==> src/hw/rtl/hcc_pkg.sv <==
// Types and constants shared by the hysteresis charge controller.
package hcc_pkg;

  typedef enum logic [1:0] {
    MODE_ALWAYS_ON = 2'd0,
    MODE_DAY       = 2'd1,
    MODE_NIGHT     = 2'd2
  } mode_t;

  localparam logic [1:0] MODE_INVALID = 2'd3;

  localparam logic [2:0] STATUS_NOT_REPORTED = 3'd0;
  localparam logic [2:0] STATUS_CHARGING     = 3'd2;
  localparam logic [2:0] STATUS_DISCHARGING  = 3'd3;
  localparam logic [2:0] STATUS_FULL         = 3'd5;

  localparam int CFG_INDEX_W = 3;
  localparam int CFG_DATA_W  = 8;

  localparam logic [CFG_INDEX_W-1:0] REG_CHARGE_MODE        = 3'd0;
  localparam logic [CFG_INDEX_W-1:0] REG_DAY_LOW_PERCENT    = 3'd1;
  localparam logic [CFG_INDEX_W-1:0] REG_DAY_HIGH_PERCENT   = 3'd2;
  localparam logic [CFG_INDEX_W-1:0] REG_NIGHT_LOW_PERCENT  = 3'd3;
  localparam logic [CFG_INDEX_W-1:0] REG_NIGHT_HIGH_PERCENT = 3'd4;
  localparam logic [CFG_INDEX_W-1:0] REG_ALERT_AFTER_TICKS  = 3'd5;

  localparam mode_t      RESET_CHARGE_MODE        = MODE_DAY;
  localparam logic [6:0] RESET_DAY_LOW_PERCENT    = 7'd55;
  localparam logic [6:0] RESET_DAY_HIGH_PERCENT   = 7'd65;
  localparam logic [6:0] RESET_NIGHT_LOW_PERCENT  = 7'd90;
  localparam logic [6:0] RESET_NIGHT_HIGH_PERCENT = 7'd95;
  localparam logic [7:0] RESET_ALERT_AFTER_TICKS  = 8'd5;

  typedef struct packed {
    logic [6:0] battery_percent;
    logic       device_connected;
    logic [2:0] os_status;
    logic       port_unplugged;
  } item_t;

  typedef struct packed {
    logic       command_sent;
    logic       charger_on;
    logic       retry_on;
    logic       charging_now;
    logic       discharging_flag;
    logic [7:0] mismatch_ticks;
    logic       alert_raised;
    logic       alert_cleared;
  } result_t;

endpackage

==> src/hw/rtl/hysteresis_charge_controller_core.sv <==
// Hysteresis charge controller: one tick word in, one result word out.
//
// Each accepted tick word is decided in the cycle it is taken and its result
// word is registered into the result register, or into the skid register
// while a result is stalled, so the block takes one word per clock unless
// item_stall is high. A two-entry output buffer (result register plus
// skid register) lets the block take a new word while a result is stalled,
// and item_stall rises only when both entries are full. The configuration
// port is always ready; register writes take effect on the following cycle.
// COUNT_BITS sets the mismatch counter width; the reported count is capped
// at 255.
module hysteresis_charge_controller_core
  import hcc_pkg::*;
#(
  parameter int COUNT_BITS = 8
) (
  input  logic                   clk,
  input  logic                   rst,
  input  logic                   item_valid,
  output logic                   item_stall,
  input  item_t                  item,
  output logic                   result_valid,
  input  logic                   result_stall,
  output result_t                result,
  input  logic                   cfg_valid,
  output logic                   cfg_ready,
  input  logic [CFG_INDEX_W-1:0] cfg_index,
  input  logic [CFG_DATA_W-1:0]  cfg_data
);

  localparam int CMP_W = (COUNT_BITS > 8) ? COUNT_BITS : 8;
  localparam logic [COUNT_BITS-1:0] CNT_MAX = {COUNT_BITS{1'b1}};

  mode_t                  charge_mode;
  logic [6:0]             day_low_percent;
  logic [6:0]             day_high_percent;
  logic [6:0]             night_low_percent;
  logic [6:0]             night_high_percent;
  logic [7:0]             alert_after_ticks;

  logic                   discharging;
  logic                   discharging_next;
  logic [COUNT_BITS-1:0]  mismatch_counter;
  logic [COUNT_BITS-1:0]  mismatch_counter_next;
  logic                   alert_active;
  logic                   alert_active_next;
  logic                   charging_state;
  logic                   charging_state_next;

  result_t                result_next;
  result_t                skid;
  logic                   skid_valid;

  logic                   accept;
  logic                   take;
  logic                   cfg_write;
  logic                   mode_change;
  logic [1:0]             mode_value;
  logic                   use_window;
  logic [6:0]             win_low;
  logic [6:0]             win_high;
  logic                   on;
  logic                   port_off;
  logic [7:0]             shown_count;

  assign cfg_ready  = 1'b1;
  assign cfg_write  = cfg_valid && cfg_ready;
  assign mode_value = cfg_data[1:0];
  assign mode_change = cfg_write && (cfg_index == REG_CHARGE_MODE)
                       && (mode_value != MODE_INVALID)
                       && (mode_value != charge_mode);

  assign item_stall = skid_valid;
  assign accept     = item_valid && !item_stall;
  assign take       = result_valid && !result_stall;

  always_ff @(posedge clk) begin
    if (rst) begin
      charge_mode        <= RESET_CHARGE_MODE;
      day_low_percent    <= RESET_DAY_LOW_PERCENT;
      day_high_percent   <= RESET_DAY_HIGH_PERCENT;
      night_low_percent  <= RESET_NIGHT_LOW_PERCENT;
      night_high_percent <= RESET_NIGHT_HIGH_PERCENT;
      alert_after_ticks  <= RESET_ALERT_AFTER_TICKS;
    end else if (cfg_write) begin
      case (cfg_index)
        REG_CHARGE_MODE: begin
          if (mode_change) charge_mode <= mode_t'(mode_value);
        end
        REG_DAY_LOW_PERCENT:    day_low_percent    <= cfg_data[6:0];
        REG_DAY_HIGH_PERCENT:   day_high_percent   <= cfg_data[6:0];
        REG_NIGHT_LOW_PERCENT:  night_low_percent  <= cfg_data[6:0];
        REG_NIGHT_HIGH_PERCENT: night_high_percent <= cfg_data[6:0];
        REG_ALERT_AFTER_TICKS:  alert_after_ticks  <= cfg_data;
        default: ;
      endcase
    end
  end

  always_comb begin
    use_window = 1'b0;
    win_low    = day_low_percent;
    win_high   = day_high_percent;
    case (charge_mode)
      MODE_DAY: begin
        use_window = 1'b1;
      end
      MODE_NIGHT: begin
        use_window = 1'b1;
        win_low    = night_low_percent;
        win_high   = night_high_percent;
      end
      default: use_window = 1'b0;
    endcase
  end

  generate
    if (COUNT_BITS > 8) begin : g_cap
      always_comb begin
        shown_count = (|mismatch_counter_next[COUNT_BITS-1:8]) ? 8'hFF
                                                              : mismatch_counter_next[7:0];
      end
    end else begin : g_nocap
      always_comb begin
        shown_count = 8'(mismatch_counter_next);
      end
    end
  endgenerate

  always_comb begin
    discharging_next      = discharging;
    mismatch_counter_next = mismatch_counter;
    alert_active_next     = alert_active;
    charging_state_next   = charging_state;
    on                    = 1'b0;
    port_off              = (item.os_status == STATUS_DISCHARGING) || item.port_unplugged;
    result_next           = '0;

    if (item.device_connected) begin
      if (use_window) begin
        if (discharging) begin
          on               = (item.battery_percent <= win_low);
          discharging_next = !on;
        end else begin
          on               = !(item.battery_percent >= win_high);
          discharging_next = !on;
        end
      end else begin
        on = 1'b1;
      end

      if (item.os_status == STATUS_NOT_REPORTED) begin
        charging_state_next = on;
      end else begin
        charging_state_next = item.os_status inside {STATUS_CHARGING, STATUS_FULL};
        if (on && port_off) begin
          if (mismatch_counter != CNT_MAX) begin
            mismatch_counter_next = mismatch_counter + 1'b1;
          end
          result_next.retry_on = 1'b1;
          if ((CMP_W'(mismatch_counter_next) >= CMP_W'(alert_after_ticks)) && !alert_active) begin
            alert_active_next        = 1'b1;
            result_next.alert_raised = 1'b1;
          end
        end else begin
          if (alert_active) begin
            alert_active_next         = 1'b0;
            result_next.alert_cleared = 1'b1;
          end
          mismatch_counter_next = '0;
        end
      end
    end

    result_next.command_sent     = item.device_connected;
    result_next.charger_on       = on;
    result_next.charging_now     = charging_state_next;
    result_next.discharging_flag = discharging_next;
    result_next.mismatch_ticks   = shown_count;
  end

  always_ff @(posedge clk) begin
    if (rst) begin
      discharging      <= 1'b0;
      mismatch_counter <= '0;
      alert_active     <= 1'b0;
      charging_state   <= 1'b0;
    end else if (mode_change) begin
      mismatch_counter <= '0;
      alert_active     <= 1'b0;
    end else if (accept) begin
      discharging      <= discharging_next;
      mismatch_counter <= mismatch_counter_next;
      alert_active     <= alert_active_next;
      charging_state   <= charging_state_next;
    end
  end

  always_ff @(posedge clk) begin
    if (rst) begin
      result_valid <= 1'b0;
      skid_valid   <= 1'b0;
    end else if (!result_valid || take) begin
      if (skid_valid) begin
        result_valid <= 1'b1;
        skid_valid   <= 1'b0;
      end else begin
        result_valid <= accept;
      end
    end else if (accept) begin
      skid_valid <= 1'b1;
    end
  end

  always_ff @(posedge clk) begin
    if (!result_valid || take) begin
      if (skid_valid) begin
        result <= skid;
      end else if (accept) begin
        result <= result_next;
      end
    end else if (accept) begin
      skid <= result_next;
    end
  end

  a_skid_behind_result: assert property (@(posedge clk) disable iff (rst)
    skid_valid |-> result_valid)
    else $error("skid entry held without a result word");

  a_skid_fill_on_stall: assert property (@(posedge clk) disable iff (rst)
    $rose(skid_valid) |-> $past(result_valid && result_stall))
    else $error("skid entry filled while result was free");

  a_no_raise_and_clear: assert property (@(posedge clk) disable iff (rst)
    result_valid |-> !(result.alert_raised && result.alert_cleared))
    else $error("alert raised and cleared in the same word");

  a_retry_needs_on: assert property (@(posedge clk) disable iff (rst)
    result_valid && result.retry_on |-> result.charger_on && result.command_sent)
    else $error("retry issued without a charger-on command");

  a_link_down_quiet: assert property (@(posedge clk) disable iff (rst)
    result_valid && !result.command_sent |->
      !result.charger_on && !result.alert_raised && !result.alert_cleared)
    else $error("command or alert pulse with link down");

endmodule
==> config.mk <==
export PLATFORM = sky130hd
export DESIGN_NAME = hysteresis_charge_controller_core
export DESIGN_NICKNAME = d
export VERILOG_FILES = /design/src/hw/rtl/hcc_pkg.sv /design/src/hw/rtl/hysteresis_charge_controller_core.sv
export SDC_FILE = /design/constraint.sdc
export NUM_CORES = 1
export LEC_CHECK = 0
export ABC_AREA = 0
export BUFFER_PORTS_ARGS = -buffer_cell sky130_fd_sc_hd__buf_2
export CAP_MARGIN = 10
export CORE_ASPECT_RATIO = 1.1
export CORE_MARGIN = 5
export CORE_UTILIZATION = 59
export DETAILED_ROUTE_END_ITERATION = 7
export GPL_TIMING_DRIVEN = 0
export PLACE_DENSITY = 0.8
export SLEW_MARGIN = 25
export SYNTH_ARGS = -nofsm -noshare
export SYNTH_HDL_FRONTEND = slang
export SYNTH_SLANG_ARGS = --single-unit
==> constraint.sdc <==
create_clock -name clk -period 4.18 [get_ports clk]
set_input_delay 0.418 -clock clk [delete_from_list [all_inputs] [get_ports clk]]
set_output_delay 0.418 -clock clk [all_outputs]
set_load 0.005 [all_outputs]
* Word-level counts from Yosys, hierarchy flattened
Index checks and enable logic that the tools add are counted.
** Storage, ports and cells
- Register bits :: 81
- Bits in latches :: 0
- Memory bits (writable) :: 0
- Memory bits (read-only) :: 0
- Word-level logic and storage cells :: 114
- Memories :: 0
** Cells by class
- Add/sub/neg operators :: 1
- Multiply operators :: 0
- Divide/modulo/power cells :: 0
- $lt $le $gt $ge :: 3
- Eq/ne operators :: 14
- Shifts and indexed selects :: 0
- Mux-type cells :: 33
- Bitwise operators :: 3
- Reduce and logical (&&, ||, !) cells :: 32
** Operators by type and width (number)
- $mux 8 :: 7
- $mux 15 :: 2
- $mux 1 :: 20
- $reduce_and 2->1 :: 8
- $mux 7 :: 2
- $eq 3x2->1 const B :: 4
- $eq 3x3->1 const B :: 3
- $add 8x1->8 const B :: 1
- $ge 8x8->1 :: 1
- $ne 8x8->1 const B :: 1
- $ge 7x7->1 :: 1
- $le 7x7->1 :: 1
- $logic_and 1x1->1 :: 7
- $logic_not 1->1 :: 6
- $logic_not 3->1 :: 2
- $reduce_or 2->1 :: 3
- $mux 2 :: 2
- $reduce_and 4->1 :: 1
- $reduce_bool 2->1 :: 2
- $eq 3x1->1 const B :: 1
- $not 1->1 :: 3
- $reduce_and 3->1 :: 1
- $eq 2x1->1 const B :: 1
- $eq 2x2->1 const B :: 1
- 4 further kinds :: 5

* Logic depth before layout (Yosys ltp)
Gate-level depths: netlist of the first run.
- Depth after elaboration :: 19
- Gate-level depth with buffers :: 13
- Gate-level depth less buffers :: 11

* Worst setup path before layout of the first run
OpenSTA, ideal clock, no wires.
- Path kind :: flip-flop to flip-flop
- Start point :: reg charge_mode[0]
- End point :: reg result[2] (netlist bit) (data pin)
- Arrival :: 2.745 ns
- Data required time :: 3.906 ns
- Slack :: 1.161 ns
- Cell stages (with the launch flop) :: 14
- Buffers on the path :: 4
- Clock period less this slack :: 3.019 ns
- Path through :: dfxtp_1 -> inv_1 -> ha_1 -> clkbuf_1 -> buf_1 -> mux2i_1 -> ha_1 -> nand4_1 -> a21o_1 -> a311o_1 -> buf_6 -> buf_6 -> o211ai_1 -> a31oi_1
** Between the ends
- Longest elaborated chain between the ends :: 13
- Elaborated cells between the ends (all ways) :: 18
- Classes of those cells :: 2 x order compare; 2 x eq/ne; 11 x mux; 3 x reduce/logical
** Ends and longest elaborated chain
- from (decl) :: line hysteresis_charge_controller_core.sv:34 : mode_t charge_mode;
- from (signal assigned) :: line hysteresis_charge_controller_core.sv:88 : if (mode_change) charge_mode <= mode_t'(mode_value);
- $eq 2x2->1 :: line hysteresis_charge_controller_core.sv:104 : case (charge_mode)
- $mux 7 :: line hysteresis_charge_controller_core.sv:104
- $ge 7x7->1 :: line hysteresis_charge_controller_core.sv:145 : on = !(item.battery_percent >= win_high);
- $logic_not 1->1 :: line hysteresis_charge_controller_core.sv:145
- $mux 1 :: line hysteresis_charge_controller_core.sv:141 : if (discharging) begin
- $mux 1 * :: line hysteresis_charge_controller_core.sv:140 : if (use_window) begin
- $mux 1 * :: line hysteresis_charge_controller_core.sv:139 : if (item.device_connected) begin
- $logic_and 1x1->1 * :: line hysteresis_charge_controller_core.sv:156 : if (on && port_off) begin
- $mux 8 * :: line hysteresis_charge_controller_core.sv:156
- $mux 8 * :: line hysteresis_charge_controller_core.sv:152 : if (item.os_status == STATUS_NOT_REPORTED) begin
- $mux 8 * :: line hysteresis_charge_controller_core.sv:139
- $mux 15 * :: line hysteresis_charge_controller_core.sv:219 : end else if (accept) begin
- $mux 15 * :: line hysteresis_charge_controller_core.sv:217 : if (skid_valid) begin
- to (signal assigned) :: line hysteresis_charge_controller_core.sv:218 : result <= skid;
- to (signal assigned) :: line hysteresis_charge_controller_core.sv:220 : result <= result_next;
- to (decl) :: line hysteresis_charge_controller_core.sv:24 : output result_t result,
Every way passes the cells marked *; elsewhere a longest branch is shown, timed or not. The select of a mux whose other input is x is not followed.
A chain may end at the register's enable or synchronous reset.

* Final worst setup path of the first run
- Start point :: reg charge_mode[1]
- End point :: reg result[1] (netlist bit) (data pin)
** Between the ends
- Longest elaborated chain between the ends :: 13
- Elaborated cells between the ends (all ways) :: 18
- Classes of those cells :: 2 x order compare; 2 x eq/ne; 11 x mux; 3 x reduce/logical
** Ends and longest elaborated chain (line)
- $eq 2x2->1 :: hysteresis_charge_controller_core.sv:104
- $mux 7 :: hysteresis_charge_controller_core.sv:104
- $ge 7x7->1 :: hysteresis_charge_controller_core.sv:145
- $logic_not 1->1 :: hysteresis_charge_controller_core.sv:145
- $mux 1 :: hysteresis_charge_controller_core.sv:141
- $mux 1 * :: hysteresis_charge_controller_core.sv:140
- $mux 1 * :: hysteresis_charge_controller_core.sv:139
- $logic_and 1x1->1 * :: hysteresis_charge_controller_core.sv:156
- $mux 1 * :: hysteresis_charge_controller_core.sv:156
- $mux 2 * :: hysteresis_charge_controller_core.sv:152
- $mux 2 * :: hysteresis_charge_controller_core.sv:139
- $mux 15 * :: hysteresis_charge_controller_core.sv:219
- $mux 15 * :: hysteresis_charge_controller_core.sv:217
Marked as above.

==> report_table.html, run 1 <==
<table>
<tr><th>Metric</th><th>Value</th></tr>
<tr><th colspan="2">Synth</th></tr>
<tr><td>Prevailing post-synth register cell</td><td>sky130_fd_sc_hd__dfxtp_1</td></tr>
<tr><td>Yosys warning total</td><td>0</td></tr>
<tr><td>Async set-or-reset flop fraction in the synthesized netlist</td><td>0</td></tr>
<tr><td>Cell area after synthesis</td><td>roughly 4200 sq um</td></tr>
<tr><td>Flops &amp; latches, synth</td><td>81</td></tr>
<tr><td>Mean post-synth cell area</td><td>9.42 sq um</td></tr>
<tr><td>Distinct cell type count of the synthesized netlist</td><td>55</td></tr>
<tr><td>Number of flops mapped to enable cells by yosys</td><td>30</td></tr>
<tr><td>Syn nets</td><td>499</td></tr>
<tr><td>Share of synthesized area occupied by flip-flops and latches</td><td>0.456</td></tr>
<tr><td>Cells after Synth</td><td>447</td></tr>
<tr><th colspan="2">GRT</th></tr>
<tr><td>Total congestion overflow</td><td>0</td></tr>
<tr><td>Overall fraction of global-route tracks in use</td><td>0.208</td></tr>
<tr><td>Maximum number of pins on one net before global-route repair</td><td>16</td></tr>
<tr><td>Antenna violations before repair</td><td>0</td></tr>
<tr><td>First-pass GRT wire length</td><td>approximately 15000 microns</td></tr>
<tr><td>Number of global-route vias before repair</td><td>3266</td></tr>
<tr><th colspan="2">Floorplanning</th></tr>
<tr><td>Die outline area</td><td>8930 sq um</td></tr>
<tr><td>I/O pin total</td><td>46</td></tr>
<tr><td>Initial standard-cell utilization of the core</td><td>0.601</td></tr>
<tr><td>Horizontal extent of the die</td><td>90.6 microns</td></tr>
<tr><td>Height of the chip</td><td>approximately 99 microns</td></tr>
<tr><td>Core Footprint</td><td>7010 sq um</td></tr>
<tr><td>Site row count</td><td>32</td></tr>
<tr><th colspan="2">Route</th></tr>
<tr><td>Met2 WL</td><td>4460 microns</td></tr>
<tr><td>Post-route ant nets</td><td>0</td></tr>
<tr><td>Metal1 wirelength</td><td>roughly 4000 microns</td></tr>
<tr><td>Violation count after the first detailed-route iteration</td><td>155</td></tr>
<tr><td>Wire length reported by the detailed router</td><td>about 9200 microns</td></tr>
<tr><td>Detail Route met3 WL</td><td>558 microns</td></tr>
<tr><td>Number of search-and-repair iterations in the first detailed-routing pass</td><td>4</td></tr>
<tr><td>Routed length per placed instance</td><td>15.6 microns</td></tr>
<tr><td>Remaining design rule violation count</td><td>0</td></tr>
<tr><td>Via count normalized by instance count</td><td>around 5.8</td></tr>
<tr><td>Uppermost signal routing layer after detailed routing</td><td>met4</td></tr>
<tr><td>Count of vias placed by the detailed router</td><td>around 3400</td></tr>
<tr><th colspan="2">Timing</th></tr>
<tr><td>Setup Total Neg Slack</td><td>0 ns</td></tr>
<tr><td>Fin crit period</td><td>3.65 ns</td></tr>
<tr><td>Unrepaired setup endpoints after global routing</td><td>no</td></tr>
<tr><td>Setup Skew</td><td>0.00950 ns</td></tr>
<tr><td>Max-slew violation count</td><td>0</td></tr>
<tr><td>Hold violation count in the final report</td><td>0</td></tr>
<tr><td>Highest Clock Rate</td><td>274 MHz</td></tr>
<tr><td>Worst hold slack across all endpoints</td><td>0.300 ns</td></tr>
<tr><td>Part of the cycle the worst path needs</td><td>0.873</td></tr>
<tr><td>Setup WS post-layout</td><td>0.530 ns</td></tr>
<tr><td>Setup violations, final</td><td>0</td></tr>
<tr><td>Worst max-slew margin expressed relative to the limit</td><td>0.422</td></tr>
<tr><td>Transition time at the pin with the least slew margin</td><td>0.862 ns</td></tr>
<tr><th colspan="2">Cells and area</th></tr>
<tr><td>Synth-to-layout area growth</td><td>12.0%</td></tr>
<tr><td>Antenna cells</td><td>0</td></tr>
<tr><td>Post-Route Utilization</td><td>0.673</td></tr>
<tr><td>Combined area of the multi-input logic cells</td><td>between 2000 and 2500 sq um</td></tr>
<tr><td>Commonest non-fill, non-tap cells in the layout</td><td>87 x sky130_fd_sc_hd__nand2_1, 51 x sky130_fd_sc_hd__dfxtp_1, 44 x sky130_fd_sc_hd__buf_2</td></tr>
<tr><td>Sequential standard cell area</td><td>1920 sq um</td></tr>
<tr><td>Count of filler cells inserted in the layout</td><td>564</td></tr>
<tr><td>Layout net count</td><td>approximately 550</td></tr>
<tr><td>Ratio of cells with drive above 1 in the final layout</td><td>0.165</td></tr>
<tr><td>Leading cell type in the layout, fill and taps excluded</td><td>sky130_fd_sc_hd__nand2_1</td></tr>
<tr><th colspan="2">Placement</th></tr>
<tr><td>Placed wire-length estimate</td><td>7070 microns</td></tr>
<tr><td>Final RePlAce weighted congestion</td><td>0.897</td></tr>
<tr><td>Total of buffers placed on input and output ports</td><td>slightly above 40</td></tr>
<tr><td>Worst setup slack after placement</td><td>0.566 ns</td></tr>
<tr><th colspan="2">Power</th></tr>
<tr><td>Worst vdd ir</td><td>0.000252 V</td></tr>
<tr><td>Pleak</td><td>1.88 nW</td></tr>
<tr><td>Power density cells</td><td>337 nW/um^2</td></tr>
<tr><td>Total Power</td><td>1.59 mW</td></tr>
<tr><th colspan="2">Critical path</th></tr>
<tr><td>FF-to-FF Start</td><td>charge_mode[1]</td></tr>
<tr><td>WS Path Type</td><td>register to register</td></tr>
<tr><td>Arrival time at the worst endpoint</td><td>~3.8 ns</td></tr>
<tr><td>Required time of the critical path</td><td>approximately 4.4 ns</td></tr>
<tr><td>Worst reg-to-reg setup slack</td><td>0.53 ns</td></tr>
<tr><td>Destination of the worst register-to-register timing path</td><td>result[1]</td></tr>
<tr><td>Top fanout value on the critical path</td><td>10</td></tr>
<tr><td>Setup crit end kind</td><td>register</td></tr>
<tr><td>FF-to-FF path depth</td><td>10</td></tr>
<tr><td>Worst Setup Start Kind</td><td>register</td></tr>
<tr><th colspan="2">Clocking</th></tr>
<tr><td>Number of buffers inserted by hold repair at cts</td><td>0</td></tr>
<tr><td>Clock-pin slew reported for the worst setup and hold paths after clock tree synthesis</td><td>0.08 ns</td></tr>
<tr><td>Cell chosen for the clock root</td><td>sky130_fd_sc_hd__clkbuf_8</td></tr>
<tr><td># clock sinks</td><td>81</td></tr>
<tr><td>Total of cells resized after clock tree synthesis</td><td>0</td></tr>
<tr><td>Post-CTS Repair Setup Buffers</td><td>0</td></tr>
<tr><td>Worst-case clock buffer depth</td><td>2</td></tr>
<tr><td>Clock latency reported for the late side of the worst-skew pair</td><td>roughly 0.35 ns</td></tr>
<tr><td>Number of buffers created by CTS</td><td>9</td></tr>
<tr><td>TritonCTS clock tree</td><td>yes</td></tr>
<tr><td>Depth of the CTS H-tree</td><td>3</td></tr>
<tr><th colspan="2">Hold path</th></tr>
<tr><td>Endpoint of the worst hold path</td><td>alert_after_ticks[7]</td></tr>
<tr><td>Worst hold path type</td><td>input pin to register</td></tr>
<tr><td>Min-Delay Path Depth</td><td>3</td></tr>
<tr><td>Startpoint of the lowest-slack hold path</td><td>cfg_data[7]</td></tr>
<tr><th colspan="2">Job</th></tr>
<tr><td>Number of max-capacitance violations reported</td><td>0</td></tr>
<tr><th colspan="2">Status</th></tr>
<tr><td>Result of the run</td><td>finished clean</td></tr>
</table>
==> critical path: stages, from the launching register on <==
cell,delay (ns)
sky130_fd_sc_hd__dfxtp_1,0.39
sky130_fd_sc_hd__ha_1,0.16
sky130_fd_sc_hd__clkbuf_1,0.27
sky130_fd_sc_hd__buf_1,0.65
sky130_fd_sc_hd__mux2i_1,0.36
sky130_fd_sc_hd__ha_1,0.32
sky130_fd_sc_hd__a211oi_1,0.24
sky130_fd_sc_hd__nand3_1,0.15
sky130_fd_sc_hd__a31oi_4,0.39
sky130_fd_sc_hd__o21ai_1,0.21
sky130_fd_sc_hd__o41ai_2,0.33
==> kinds of logic (layout without fill, tap and decap cells) <==
kind of cell / after synthesis / after routing / share of synthesized area
other: 1 / 1 / 0.000890
adder cells (fa/ha/maj): 24 / 24 / 0.0713
XOR/XNOR: 6 / 6 / 0.0125
AO/OA/AOI/OAI: 91 / 91 / 0.155
flip-flops: 81 / 81 / 0.456
AND/OR/NAND/NOR: 169 / 169 / 0.181
buffers and inverters: 43 / 99 / 0.0454
multiplexers: 32 / 32 / 0.0769
==> power by group <==
group          internal (mW)  total [mW]  switching, mW
combinational         0.0679       0.183          0.115
clock                  0.286       0.552          0.266
sequential             0.846       0.857         0.0109
==> metrics by stage <==
stage          instances  instance area, sq um
6_report             588                  4720
5_1_grt              588                  4720
4_1_cts              588                  4720
3_5_place_dp         573                  4530
3_3_place_gp         573                  4520
2_1_floorplan        447                  4210
==> how the worst max path moves through the flow <==
stage	startpoint	to	slack, ns
final	charge_mode[1]	result[1]	0.53
after global routing	charge_mode[1]	result[1]	0.35
after CTS	charge_mode[1]	result[1]	0.50
after detailed placement	charge_mode[1]	result[1]	0.57
after global placement	charge_mode[0]	result[1]	0.62
after floorplan	charge_mode[0]	result[2]	1.16
==> area by class of cell <==
class / instances / share of cell area
multi-input combinational: 323 / 0.446
sequential: 81 / 0.407
timing repair buffer: 41 / 0.0435
clock buffer: 11 / 0.0300
buffer: 21 / 0.0231
tap: 85 / 0.0225
inverter: 22 / 0.0175
clock inverter: 4 / 0.00955
==> routing by layer <==
layer  GRT usage  vias to the layer above
li1            -                     1692
met1       0.256                     1605
met2       0.341                       97
met3      0.0450                       18
met4       0.107                        0
met5           0                        -
==> Yosys cell counts, types with 3 or more instances <==
cell type | count | area share
sky130_fd_sc_hd__xnor2_1 | 4 | 0.0083
sky130_fd_sc_hd__nand2b_1 | 4 | 0.0059
sky130_fd_sc_hd__nand3_1 | 17 | 0.020
sky130_fd_sc_hd__o21ai_1 | 5 | 0.0059
sky130_fd_sc_hd__a21oi_1 | 23 | 0.027
sky130_fd_sc_hd__nand4_1 | 4 | 0.0059
sky130_fd_sc_hd__o31ai_1 | 3 | 0.0053
sky130_fd_sc_hd__o211ai_1 | 13 | 0.023
sky130_fd_sc_hd__a2bb2o_2 | 3 | 0.0080
sky130_fd_sc_hd__nor3_1 | 4 | 0.0048
sky130_fd_sc_hd__buf_2 | 3 | 0.0036
sky130_fd_sc_hd__nand2_1 | 87 | 0.078
sky130_fd_sc_hd__edfxtp_1 | 30 | 0.21
sky130_fd_sc_hd__and3_1 | 5 | 0.0074
sky130_fd_sc_hd__o21ai_0 | 10 | 0.012
sky130_fd_sc_hd__clkbuf_1 | 13 | 0.012
sky130_fd_sc_hd__ha_1 | 24 | 0.071
sky130_fd_sc_hd__inv_1 | 21 | 0.019
sky130_fd_sc_hd__mux2_2 | 3 | 0.0080
sky130_fd_sc_hd__buf_6 | 3 | 0.0080
sky130_fd_sc_hd__nor2b_1 | 3 | 0.0045
sky130_fd_sc_hd__dfxtp_1 | 51 | 0.24
sky130_fd_sc_hd__nand3b_1 | 3 | 0.0053
sky130_fd_sc_hd__o2bb2ai_1 | 4 | 0.0083
sky130_fd_sc_hd__nor2_1 | 27 | 0.024
sky130_fd_sc_hd__mux2i_1 | 29 | 0.069
sky130_fd_sc_hd__a31oi_1 | 11 | 0.016
sky130_fd_sc_hd__and2_1 | 6 | 0.0089
==> flip-flops by register name, indices dropped and copies added (netlist names) <==
register and cells:
charge_mode 2, night_high_percent 7, skid 15, day_high_percent 7, alert_active 1, result 15, day_low_percent 7, night_low_percent 7
item_stall 1, discharging 1, mismatch_counter 8, charging_state 1, alert_after_ticks 8, result_valid 1
Power figures use the tool's default switching activity.
==> run 2: changes to the inputs <==
- GPL_TIMING_DRIVEN: 0 -> unset
- HOLD_SLACK_MARGIN: unset -> 0.15
==> run 2 against run 1 <==
  * Non-clock buffer count decreased by 15
  * Maximum frequency increased by 11%
  * Setup slack improved by 0.36 ns
  * Via count decreased by 1.5%
  * Utilization decreased by 0.61 points
  * Clock power increased by 11%
  * Design area decreased by 0.90%
  * Die area unchanged
  * Sequential power about the same
  * Final cell count decreased by 2.4%
  * Critical path type unchanged
  * Largest power group unchanged
==> report_table.html, run 2 (same netlist as run 1, synthesis figures left out) <==
<table>
<tr><th>Metric</th><th>Value</th></tr>
<tr><th colspan="2">Critical path</th></tr>
<tr><td>Required time of the critical path</td><td>4.35 ns</td></tr>
<tr><td>Startpoint of the worst setup timing path</td><td>charge_mode[1]</td></tr>
<tr><td>Destination of the worst register-to-register timing path</td><td>result[1]</td></tr>
<tr><td>Setup crit end kind</td><td>register</td></tr>
<tr><td>FF-to-FF path depth</td><td>9</td></tr>
<tr><td>Worst Setup Start Kind</td><td>register</td></tr>
<tr><td>FF-to-FF Start</td><td>charge_mode[1]</td></tr>
<tr><td>Worst reg-to-reg setup slack</td><td>0.89 ns</td></tr>
<tr><td>Top fanout value on the critical path</td><td>17</td></tr>
<tr><td>Worst setup path endpoint</td><td>result[1]</td></tr>
<tr><td>Arrival time at the worst endpoint</td><td>3.46 ns</td></tr>
<tr><td>WS Path Type</td><td>register to register</td></tr>
<tr><th colspan="2">Timing</th></tr>
<tr><td>Setup Skew</td><td>0.0114 ns</td></tr>
<tr><td>Transition time at the pin with the least slew margin</td><td>0.928 ns</td></tr>
<tr><td>Part of the cycle the worst path needs</td><td>0.787</td></tr>
<tr><td>Highest Clock Rate</td><td>304 MHz</td></tr>
<tr><td>Unrepaired setup endpoints after global routing</td><td>no</td></tr>
<tr><td>Max-slew violation count</td><td>0</td></tr>
<tr><td>Worst max-slew margin expressed relative to the limit</td><td>0.378</td></tr>
<tr><td>Setup violations, final</td><td>0</td></tr>
<tr><td>Fin crit period</td><td>3.29 ns</td></tr>
<tr><td>Setup Total Neg Slack</td><td>0 ns</td></tr>
<tr><td>Hold violation count in the final report</td><td>0</td></tr>
<tr><th colspan="2">Route</th></tr>
<tr><td>Count of vias placed by the detailed router</td><td>about 3400</td></tr>
<tr><td>Routed length per placed instance</td><td>16.2 microns</td></tr>
<tr><td>Post-route ant nets</td><td>0</td></tr>
<tr><td>Remaining design rule violation count</td><td>0</td></tr>
<tr><td>Violation count after the first detailed-route iteration</td><td>230</td></tr>
<tr><td>Wire length reported by the detailed router</td><td>just over 9000 microns</td></tr>
<tr><td>Number of search-and-repair iterations in the first detailed-routing pass</td><td>4</td></tr>
<tr><td>Via count normalized by instance count</td><td>around 5.9</td></tr>
<tr><th colspan="2">GRT</th></tr>
<tr><td>Number of global-route vias before repair</td><td>3263</td></tr>
<tr><td>GRT Max-Usage Layer</td><td>met2</td></tr>
<tr><td>Met1 layer usage reported by global route</td><td>0.263</td></tr>
<tr><td>Fraction of met2 tracks used by global routing</td><td>0.357</td></tr>
<tr><td>Maximum number of pins on one net before global-route repair</td><td>25</td></tr>
<tr><td>First-pass GRT wire length</td><td>between 15000 and 20000 microns</td></tr>
<tr><td>GR Layer Usage met3</td><td>0.0519</td></tr>
<tr><td>Antenna violations before repair</td><td>0</td></tr>
<tr><td>Total congestion overflow</td><td>0</td></tr>
<tr><td>Overall fraction of global-route tracks in use</td><td>0.212</td></tr>
<tr><th colspan="2">Cells and area</th></tr>
<tr><td>Leading cell type in the layout, fill and taps excluded</td><td>sky130_fd_sc_hd__nand2_1</td></tr>
<tr><td>Synth-to-layout area growth</td><td>11.0%</td></tr>
<tr><td>Layout net count</td><td>536</td></tr>
<tr><td>Largest registers in the final layout</td><td>result x15, skid x15</td></tr>
<tr><td>Commonest non-fill, non-tap cells in the layout</td><td>87 x sky130_fd_sc_hd__nand2_1, 51 x sky130_fd_sc_hd__dfxtp_1, 44 x sky130_fd_sc_hd__buf_2</td></tr>
<tr><td>Layout Cells excl Fill</td><td>574</td></tr>
<tr><td>Count of filler cells inserted in the layout</td><td>568</td></tr>
<tr><td>Antenna cells</td><td>0</td></tr>
<tr><td>Ratio of cells with drive above 1 in the final layout</td><td>0.166</td></tr>
<tr><th colspan="2">Power</th></tr>
<tr><td>Internal cell power</td><td>approximately 1.3 mW</td></tr>
<tr><td>Power density cells</td><td>351 nW/um^2</td></tr>
<tr><td>Switching power share of the total</td><td>0.237</td></tr>
<tr><td>Total Power</td><td>1.64 mW</td></tr>
<tr><td>Gate power share</td><td>0.105</td></tr>
<tr><td>Pleak</td><td>approximately 1.9 nW</td></tr>
<tr><td>Worst vdd ir</td><td>0.000245 V</td></tr>
<tr><td>Clock network fraction of design power</td><td>0.372</td></tr>
<tr><td>Seq pwr share</td><td>0.523</td></tr>
<tr><td>Switching power total</td><td>389 uW</td></tr>
<tr><th colspan="2">Clocking</th></tr>
<tr><td>Clock latency reported for the late side of the worst-skew pair</td><td>between 0.3 and 0.4 ns</td></tr>
<tr><td># clock sinks</td><td>81</td></tr>
<tr><td>Cell chosen for the clock root</td><td>sky130_fd_sc_hd__clkbuf_8</td></tr>
<tr><td>Clock-pin slew reported for the worst setup and hold paths after clock tree synthesis</td><td>approximately 0.080 ns</td></tr>
<tr><td>Post-CTS Repair Setup Buffers</td><td>0</td></tr>
<tr><td>Number of buffers inserted by hold repair at cts</td><td>0</td></tr>
<tr><td>Total of cells resized after clock tree synthesis</td><td>0</td></tr>
<tr><td>Worst-case clock buffer depth</td><td>2</td></tr>
<tr><td>TritonCTS clock tree</td><td>yes</td></tr>
<tr><td>Number of buffers created by CTS</td><td>9</td></tr>
<tr><td>Depth of the CTS H-tree</td><td>3</td></tr>
<tr><th colspan="2">Placement</th></tr>
<tr><td>Final RePlAce weighted congestion</td><td>about 0.86</td></tr>
<tr><td>Placed wire-length estimate</td><td>between 6000 and 7000 microns</td></tr>
<tr><td>Total of buffers placed on input and output ports</td><td>44</td></tr>
<tr><td>Number of instances in the placed design</td><td>between 500 and 600</td></tr>
<tr><th colspan="2">Hold path</th></tr>
<tr><td>Min-Delay Path Depth</td><td>3</td></tr>
<tr><td>Worst hold path type</td><td>input pin to register</td></tr>
<tr><th colspan="2">Floorplanning</th></tr>
<tr><td>Horizontal extent of the die</td><td>90.6 microns</td></tr>
<tr><td>Core Footprint</td><td>7010 sq um</td></tr>
<tr><td>Site row count</td><td>32</td></tr>
<tr><td>Initial standard-cell utilization of the core</td><td>0.601</td></tr>
<tr><td>Height of the chip</td><td>just under 100 microns</td></tr>
<tr><td>I/O pin total</td><td>between 40 and 50</td></tr>
<tr><td>Die outline area</td><td>slightly below 9000 sq um</td></tr>
<tr><th colspan="2">Job</th></tr>
<tr><td>Number of max-capacitance violations reported</td><td>0</td></tr>
<tr><th colspan="2">Status</th></tr>
<tr><td>Result of the run</td><td>finished clean</td></tr>
</table>
run 2: changes by cell type in the layout (fill, tap and decap cells not counted), moves of 2 or more:
cell / previous run / this run
sky130_fd_sc_hd__clkinv_2: 3 / 1
sky130_fd_sc_hd__buf_6: 3 / 0
sky130_fd_sc_hd__clkbuf_1: 14 / 2
sky130_fd_sc_hd__buf_4: 1 / 3
run 2: final cells by class:
type	count	area, sq um	area share
inverter	22	82.6	0.0177
timing repair buffer	47	243	0.0519
sequential	81	1920	0.411
tap	85	106	0.0228
multi-input combinational	323	2100	0.450
clock buffer	14	184	0.0393
clock inverter	2	35.0	0.00749
run 2: how the worst min path moves through the flow:
stage	start	end
final	cfg_data[7]	alert_after_ticks[7]
after CTS	cfg_data[7]	alert_after_ticks[7]
after global placement	alert_after_ticks[5]	alert_after_ticks[5]
after detailed placement	day_high_percent[3]	day_high_percent[3]
after floorplan	night_low_percent[0]	night_low_percent[0]
after global routing	cfg_data[7]	alert_after_ticks[7]
run 2: metal layers:
| layer | vias to the layer above | routed length, microns | part of all wire |
|---|---|---|---|
| li1 | 1660 | - | - |
| met1 | 1566 | 4000 | 0.43 |
| met2 | 122 | 4540 | 0.49 |
| met3 | 14 | 643 | 0.069 |
| met4 | 0 | 117 | 0.013 |
| met5 | - | 0 | 0 |
run 2: power by group through the flow:
stage	combinational, mW	clock [mW]	sequential [mW]
6_report	0.172	0.610	0.858
5_1_grt	0.192	0.666	0.861
4_1_cts	0.172	0.622	0.858
3_5_place_dp	0.171	0	0.876
3_3_place_gp	0.165	0	0.875
2_1_floorplan	0.115	0	0.874
run 2: stage by stage:
| step | setup slack [ns] | hold WS (ns) | cell area [sq um] | utilization |
|---|---|---|---|---|
| floorplan | 1.16 | 0.433 | 4210 | - |
| global placement | 1.04 | 0.443 | 4450 | 0.636 |
| finish | 0.892 | 0.310 | 4670 | 0.667 |
| detailed placement | 0.903 | 0.446 | 4460 | 0.636 |
| global route | 0.663 | 0.322 | 4670 | 0.667 |
| CTS | 0.904 | 0.306 | 4670 | 0.667 |
run 2: critical path, stage by stage (launching register included):
cell and delay (ns):
sky130_fd_sc_hd__dfxtp_1 0.37, sky130_fd_sc_hd__ha_1 0.26, sky130_fd_sc_hd__buf_4 0.26, sky130_fd_sc_hd__mux2i_1 0.23, sky130_fd_sc_hd__ha_1 0.27, sky130_fd_sc_hd__a211o_1 0.30
sky130_fd_sc_hd__o211ai_1 0.08, sky130_fd_sc_hd__a311o_1 0.74, sky130_fd_sc_hd__o21ai_1 0.28, sky130_fd_sc_hd__o41ai_2 0.32
==> run 3: changes to the inputs <==
- CORE_UTILIZATION: 59 -> 53
- PLACE_DENSITY: 0.8 -> 0.76
- clock period: 4.18 -> 2.7 ns (I/O delays scaled with it)
==> run 3 against run 2 <==
  * Sequential cell count unchanged
  * Register-to-register slack got worse by 0.83 ns
  * Critical endpoint is now result[10]
  * Sequential power is 55% higher
  * Routed wire length rose by 0.78%
  * Non-clock buffer count grew 27
  * Maximum frequency rose by 24%
==> report_table.html, run 3 (same netlist as run 1, synthesis figures left out) <==
<table>
<tr><th>Metric</th><th>Value</th></tr>
<tr><th colspan="2">Cells and area</th></tr>
<tr><td>Commonest non-fill, non-tap cells in the layout</td><td>87 x sky130_fd_sc_hd__nand2_1, 47 x sky130_fd_sc_hd__dfxtp_1, 44 x sky130_fd_sc_hd__buf_2</td></tr>
<tr><td>Layout Cells excl Fill</td><td>624</td></tr>
<tr><td>Synth-to-layout area growth</td><td>18.1%</td></tr>
<tr><td>Layout net count</td><td>563</td></tr>
<tr><td>Leading cell type in the layout, fill and taps excluded</td><td>sky130_fd_sc_hd__nand2_1</td></tr>
<tr><td>Antenna cells</td><td>0</td></tr>
<tr><td>Final instance area</td><td>about 5000 sq um</td></tr>
<tr><td>Ratio of cells with drive above 1 in the final layout</td><td>0.238</td></tr>
<tr><td>Largest registers in the final layout</td><td>result x15, skid x15</td></tr>
<tr><th colspan="2">Placement</th></tr>
<tr><td>Placed wire-length estimate</td><td>a little over 7000 microns</td></tr>
<tr><td>Number of instances in the placed design</td><td>between 600 and 700</td></tr>
<tr><td>Final RePlAce weighted congestion</td><td>about 0.9</td></tr>
<tr><td>Total of buffers placed on input and output ports</td><td>between 40 and 50</td></tr>
<tr><td>Cell area after placement</td><td>around 4700 sq um</td></tr>
<tr><th colspan="2">Route</th></tr>
<tr><td>Via count normalized by instance count</td><td>approximately 5.5</td></tr>
<tr><td>Count of vias placed by the detailed router</td><td>between 3000 and 4000</td></tr>
<tr><td>Wire length reported by the detailed router</td><td>9370 microns</td></tr>
<tr><td>Number of search-and-repair iterations in the first detailed-routing pass</td><td>4</td></tr>
<tr><td>Post-route ant nets</td><td>0</td></tr>
<tr><td>Routed length per placed instance</td><td>between 15 and 20 microns</td></tr>
<tr><td>Violation count after the first detailed-route iteration</td><td>approximately 180</td></tr>
<tr><td>Remaining design rule violation count</td><td>0</td></tr>
<tr><th colspan="2">Timing</th></tr>
<tr><td>Transition time at the pin with the least slew margin</td><td>0.801 ns</td></tr>
<tr><td>Setup Skew</td><td>0.0151 ns</td></tr>
<tr><td>Setup violations, final</td><td>0</td></tr>
<tr><td>Part of the cycle the worst path needs</td><td>0.978</td></tr>
<tr><td>Setup Total Neg Slack</td><td>0 ns</td></tr>
<tr><td>Highest Clock Rate</td><td>379 MHz</td></tr>
<tr><td>Worst max-slew margin expressed relative to the limit</td><td>0.463</td></tr>
<tr><td>Worst hold slack across all endpoints</td><td>0.189 ns</td></tr>
<tr><td>Unrepaired setup endpoints after global routing</td><td>yes</td></tr>
<tr><td>Hold violation count in the final report</td><td>0</td></tr>
<tr><td>Fin crit period</td><td>2.64 ns</td></tr>
<tr><td>Max-slew violation count</td><td>0</td></tr>
<tr><th colspan="2">Critical path</th></tr>
<tr><td>Top fanout value on the critical path</td><td>13</td></tr>
<tr><td>Arrival time at the worst endpoint</td><td>2.76 ns</td></tr>
<tr><td>WS Path Type</td><td>register to register</td></tr>
<tr><td>Worst reg-to-reg setup slack</td><td>0.06 ns</td></tr>
<tr><td>Setup crit end kind</td><td>register</td></tr>
<tr><td>FF-to-FF Start</td><td>charge_mode[1]</td></tr>
<tr><td>Destination of the worst register-to-register timing path</td><td>result[10]</td></tr>
<tr><td>Required time of the critical path</td><td>2.82 ns</td></tr>
<tr><td>Worst Setup Start Kind</td><td>register</td></tr>
<tr><td>FF-to-FF path depth</td><td>10</td></tr>
<tr><th colspan="2">GRT</th></tr>
<tr><td>First-pass GRT wire length</td><td>15400 microns</td></tr>
<tr><td>Maximum number of pins on one net before global-route repair</td><td>21</td></tr>
<tr><td>Antenna violations before repair</td><td>0</td></tr>
<tr><td>Overall fraction of global-route tracks in use</td><td>0.196</td></tr>
<tr><td>Total congestion overflow</td><td>0</td></tr>
<tr><td>Number of global-route vias before repair</td><td>roughly 3300</td></tr>
<tr><th colspan="2">Clocking</th></tr>
<tr><td>Depth of the CTS H-tree</td><td>3</td></tr>
<tr><td># clock sinks</td><td>just over 80</td></tr>
<tr><td>Clock-pin slew reported for the worst setup and hold paths after clock tree synthesis</td><td>0.09 ns</td></tr>
<tr><td>Cell chosen for the clock root</td><td>sky130_fd_sc_hd__clkbuf_8</td></tr>
<tr><td>TritonCTS clock tree</td><td>yes</td></tr>
<tr><td>Worst-case clock buffer depth</td><td>2</td></tr>
<tr><td>Number of buffers created by CTS</td><td>9</td></tr>
<tr><td>Clock latency reported for the late side of the worst-skew pair</td><td>0.36 ns</td></tr>
<tr><th colspan="2">Power</th></tr>
<tr><td>Pleak</td><td>2.02 nW</td></tr>
<tr><td>Worst vdd ir</td><td>0.000378 V</td></tr>
<tr><td>Power density cells</td><td>502 nW/um^2</td></tr>
<tr><th colspan="2">Hold path</th></tr>
<tr><td>Worst hold path type</td><td>input pin to register</td></tr>
<tr><td>Startpoint of the lowest-slack hold path</td><td>item[4]</td></tr>
<tr><td>Endpoint of the worst hold path</td><td>skid[14]</td></tr>
<tr><td>Min-Delay Path Depth</td><td>1</td></tr>
<tr><th colspan="2">Status</th></tr>
<tr><td>Result of the run</td><td>finished clean</td></tr>
<tr><th colspan="2">Floorplanning</th></tr>
<tr><td>Site row count</td><td>34</td></tr>
<tr><td>Horizontal extent of the die</td><td>95.0 microns</td></tr>
<tr><td>Die outline area</td><td>~10000 sq um</td></tr>
<tr><td>Core Footprint</td><td>7830 sq um</td></tr>
<tr><td>Height of the chip</td><td>about 100 microns</td></tr>
<tr><td>I/O pin total</td><td>46</td></tr>
<tr><td>Initial standard-cell utilization of the core</td><td>0.538</td></tr>
<tr><th colspan="2">Job</th></tr>
<tr><td>Number of max-capacitance violations reported</td><td>0</td></tr>
</table>
==> run 3: changes by cell type in the layout (fill, tap and decap cells not counted), moves of 3 or more <==
cell,delta
sky130_fd_sc_hd__dfxtp_1,-4
sky130_fd_sc_hd__buf_4,+23
sky130_fd_sc_hd__o21ai_0,-3
sky130_fd_sc_hd__dfxtp_2,+4
==> run 3: metal layers <==
layer	vias to the layer above	wire length, microns	global-route usage
li1	1721	-	-
met1	1600	4210	0.265
met2	95	4510	0.305
met3	12	549	0.0392
met4	0	106	0.0794
met5	-	0	0
==> run 3: worst max path at each step <==
stage / startpoint / endpoint / slack (ns) / cells past startpoint
2_1_floorplan: charge_mode[0] / result[2] / 0.008 / 13
3_3_place_gp: charge_mode[0] / result[8] / 0.07 / 11
3_5_place_dp: charge_mode[0] / result[3] / -0.02 / 11
4_1_cts: mismatch_counter[4] / result[1] / 0.009 / 11
5_1_grt: charge_mode[0] / result[13] / -0.04 / 12
6_report: charge_mode[1] / result[10] / 0.06 / 10
==> run 3: timing repair <==
| item | in CTS | in global routing |
|---|---|---|
| hold buffers | 1 | 0 |
| buffers inserted | 0 | 3 |
| endpoints found under the hold margin | 1 | 0 |
| gates cloned | 0 | 0 |
| pin swaps | 1 | 14 |
| setup endpoints to repair | 3 | 33 |
| gates resized for setup | 1 | 22 |
==> run 3: per-stage QoR <==
stage	power (mW)	setup WS, ns	util
3_3_place_gp	1.63	0.0717	0.596
3_5_place_dp	1.64	-0.0206	0.596
5_1_grt	2.60	-0.0431	0.635
2_1_floorplan	1.53	0.00829	-
4_1_cts	2.48	0.00885	0.622
6_report	2.50	0.0585	0.635
==> run 3: final cells by class <==
type                    count  area, sq um
fillers                   652         2850
multi-input cells         323         2170
flip-flops and latches     81         1930
repair buffers             74          468
clock buffers              11          154
well taps                 108          135
inverters                  22         82.6
clock inverters             5         35.0
==> run 3: critical path, cell delays in order (launching register included) <==
cell	delay, ns
sky130_fd_sc_hd__dfxtp_2	0.36
sky130_fd_sc_hd__ha_2	0.21
sky130_fd_sc_hd__buf_12	0.16
sky130_fd_sc_hd__mux2i_2	0.22
sky130_fd_sc_hd__ha_1	0.27
sky130_fd_sc_hd__a211o_1	0.31
sky130_fd_sc_hd__o211ai_1	0.08
sky130_fd_sc_hd__a311o_1	0.27
sky130_fd_sc_hd__buf_4	0.18
sky130_fd_sc_hd__o31ai_2	0.08
sky130_fd_sc_hd__mux2_2	0.27
==> run 3: where the power goes <==
| group | switching (mW) | leakage, nW | internal (mW) | total, mW |
|---|---|---|---|---|
| Combinational | 0.187 | 1.22 | 0.131 | 0.318 |
| Sequential | 0.0165 | 0.700 | 1.31 | 1.33 |
| Clock | 0.455 | 0.0982 | 0.397 | 0.853 |
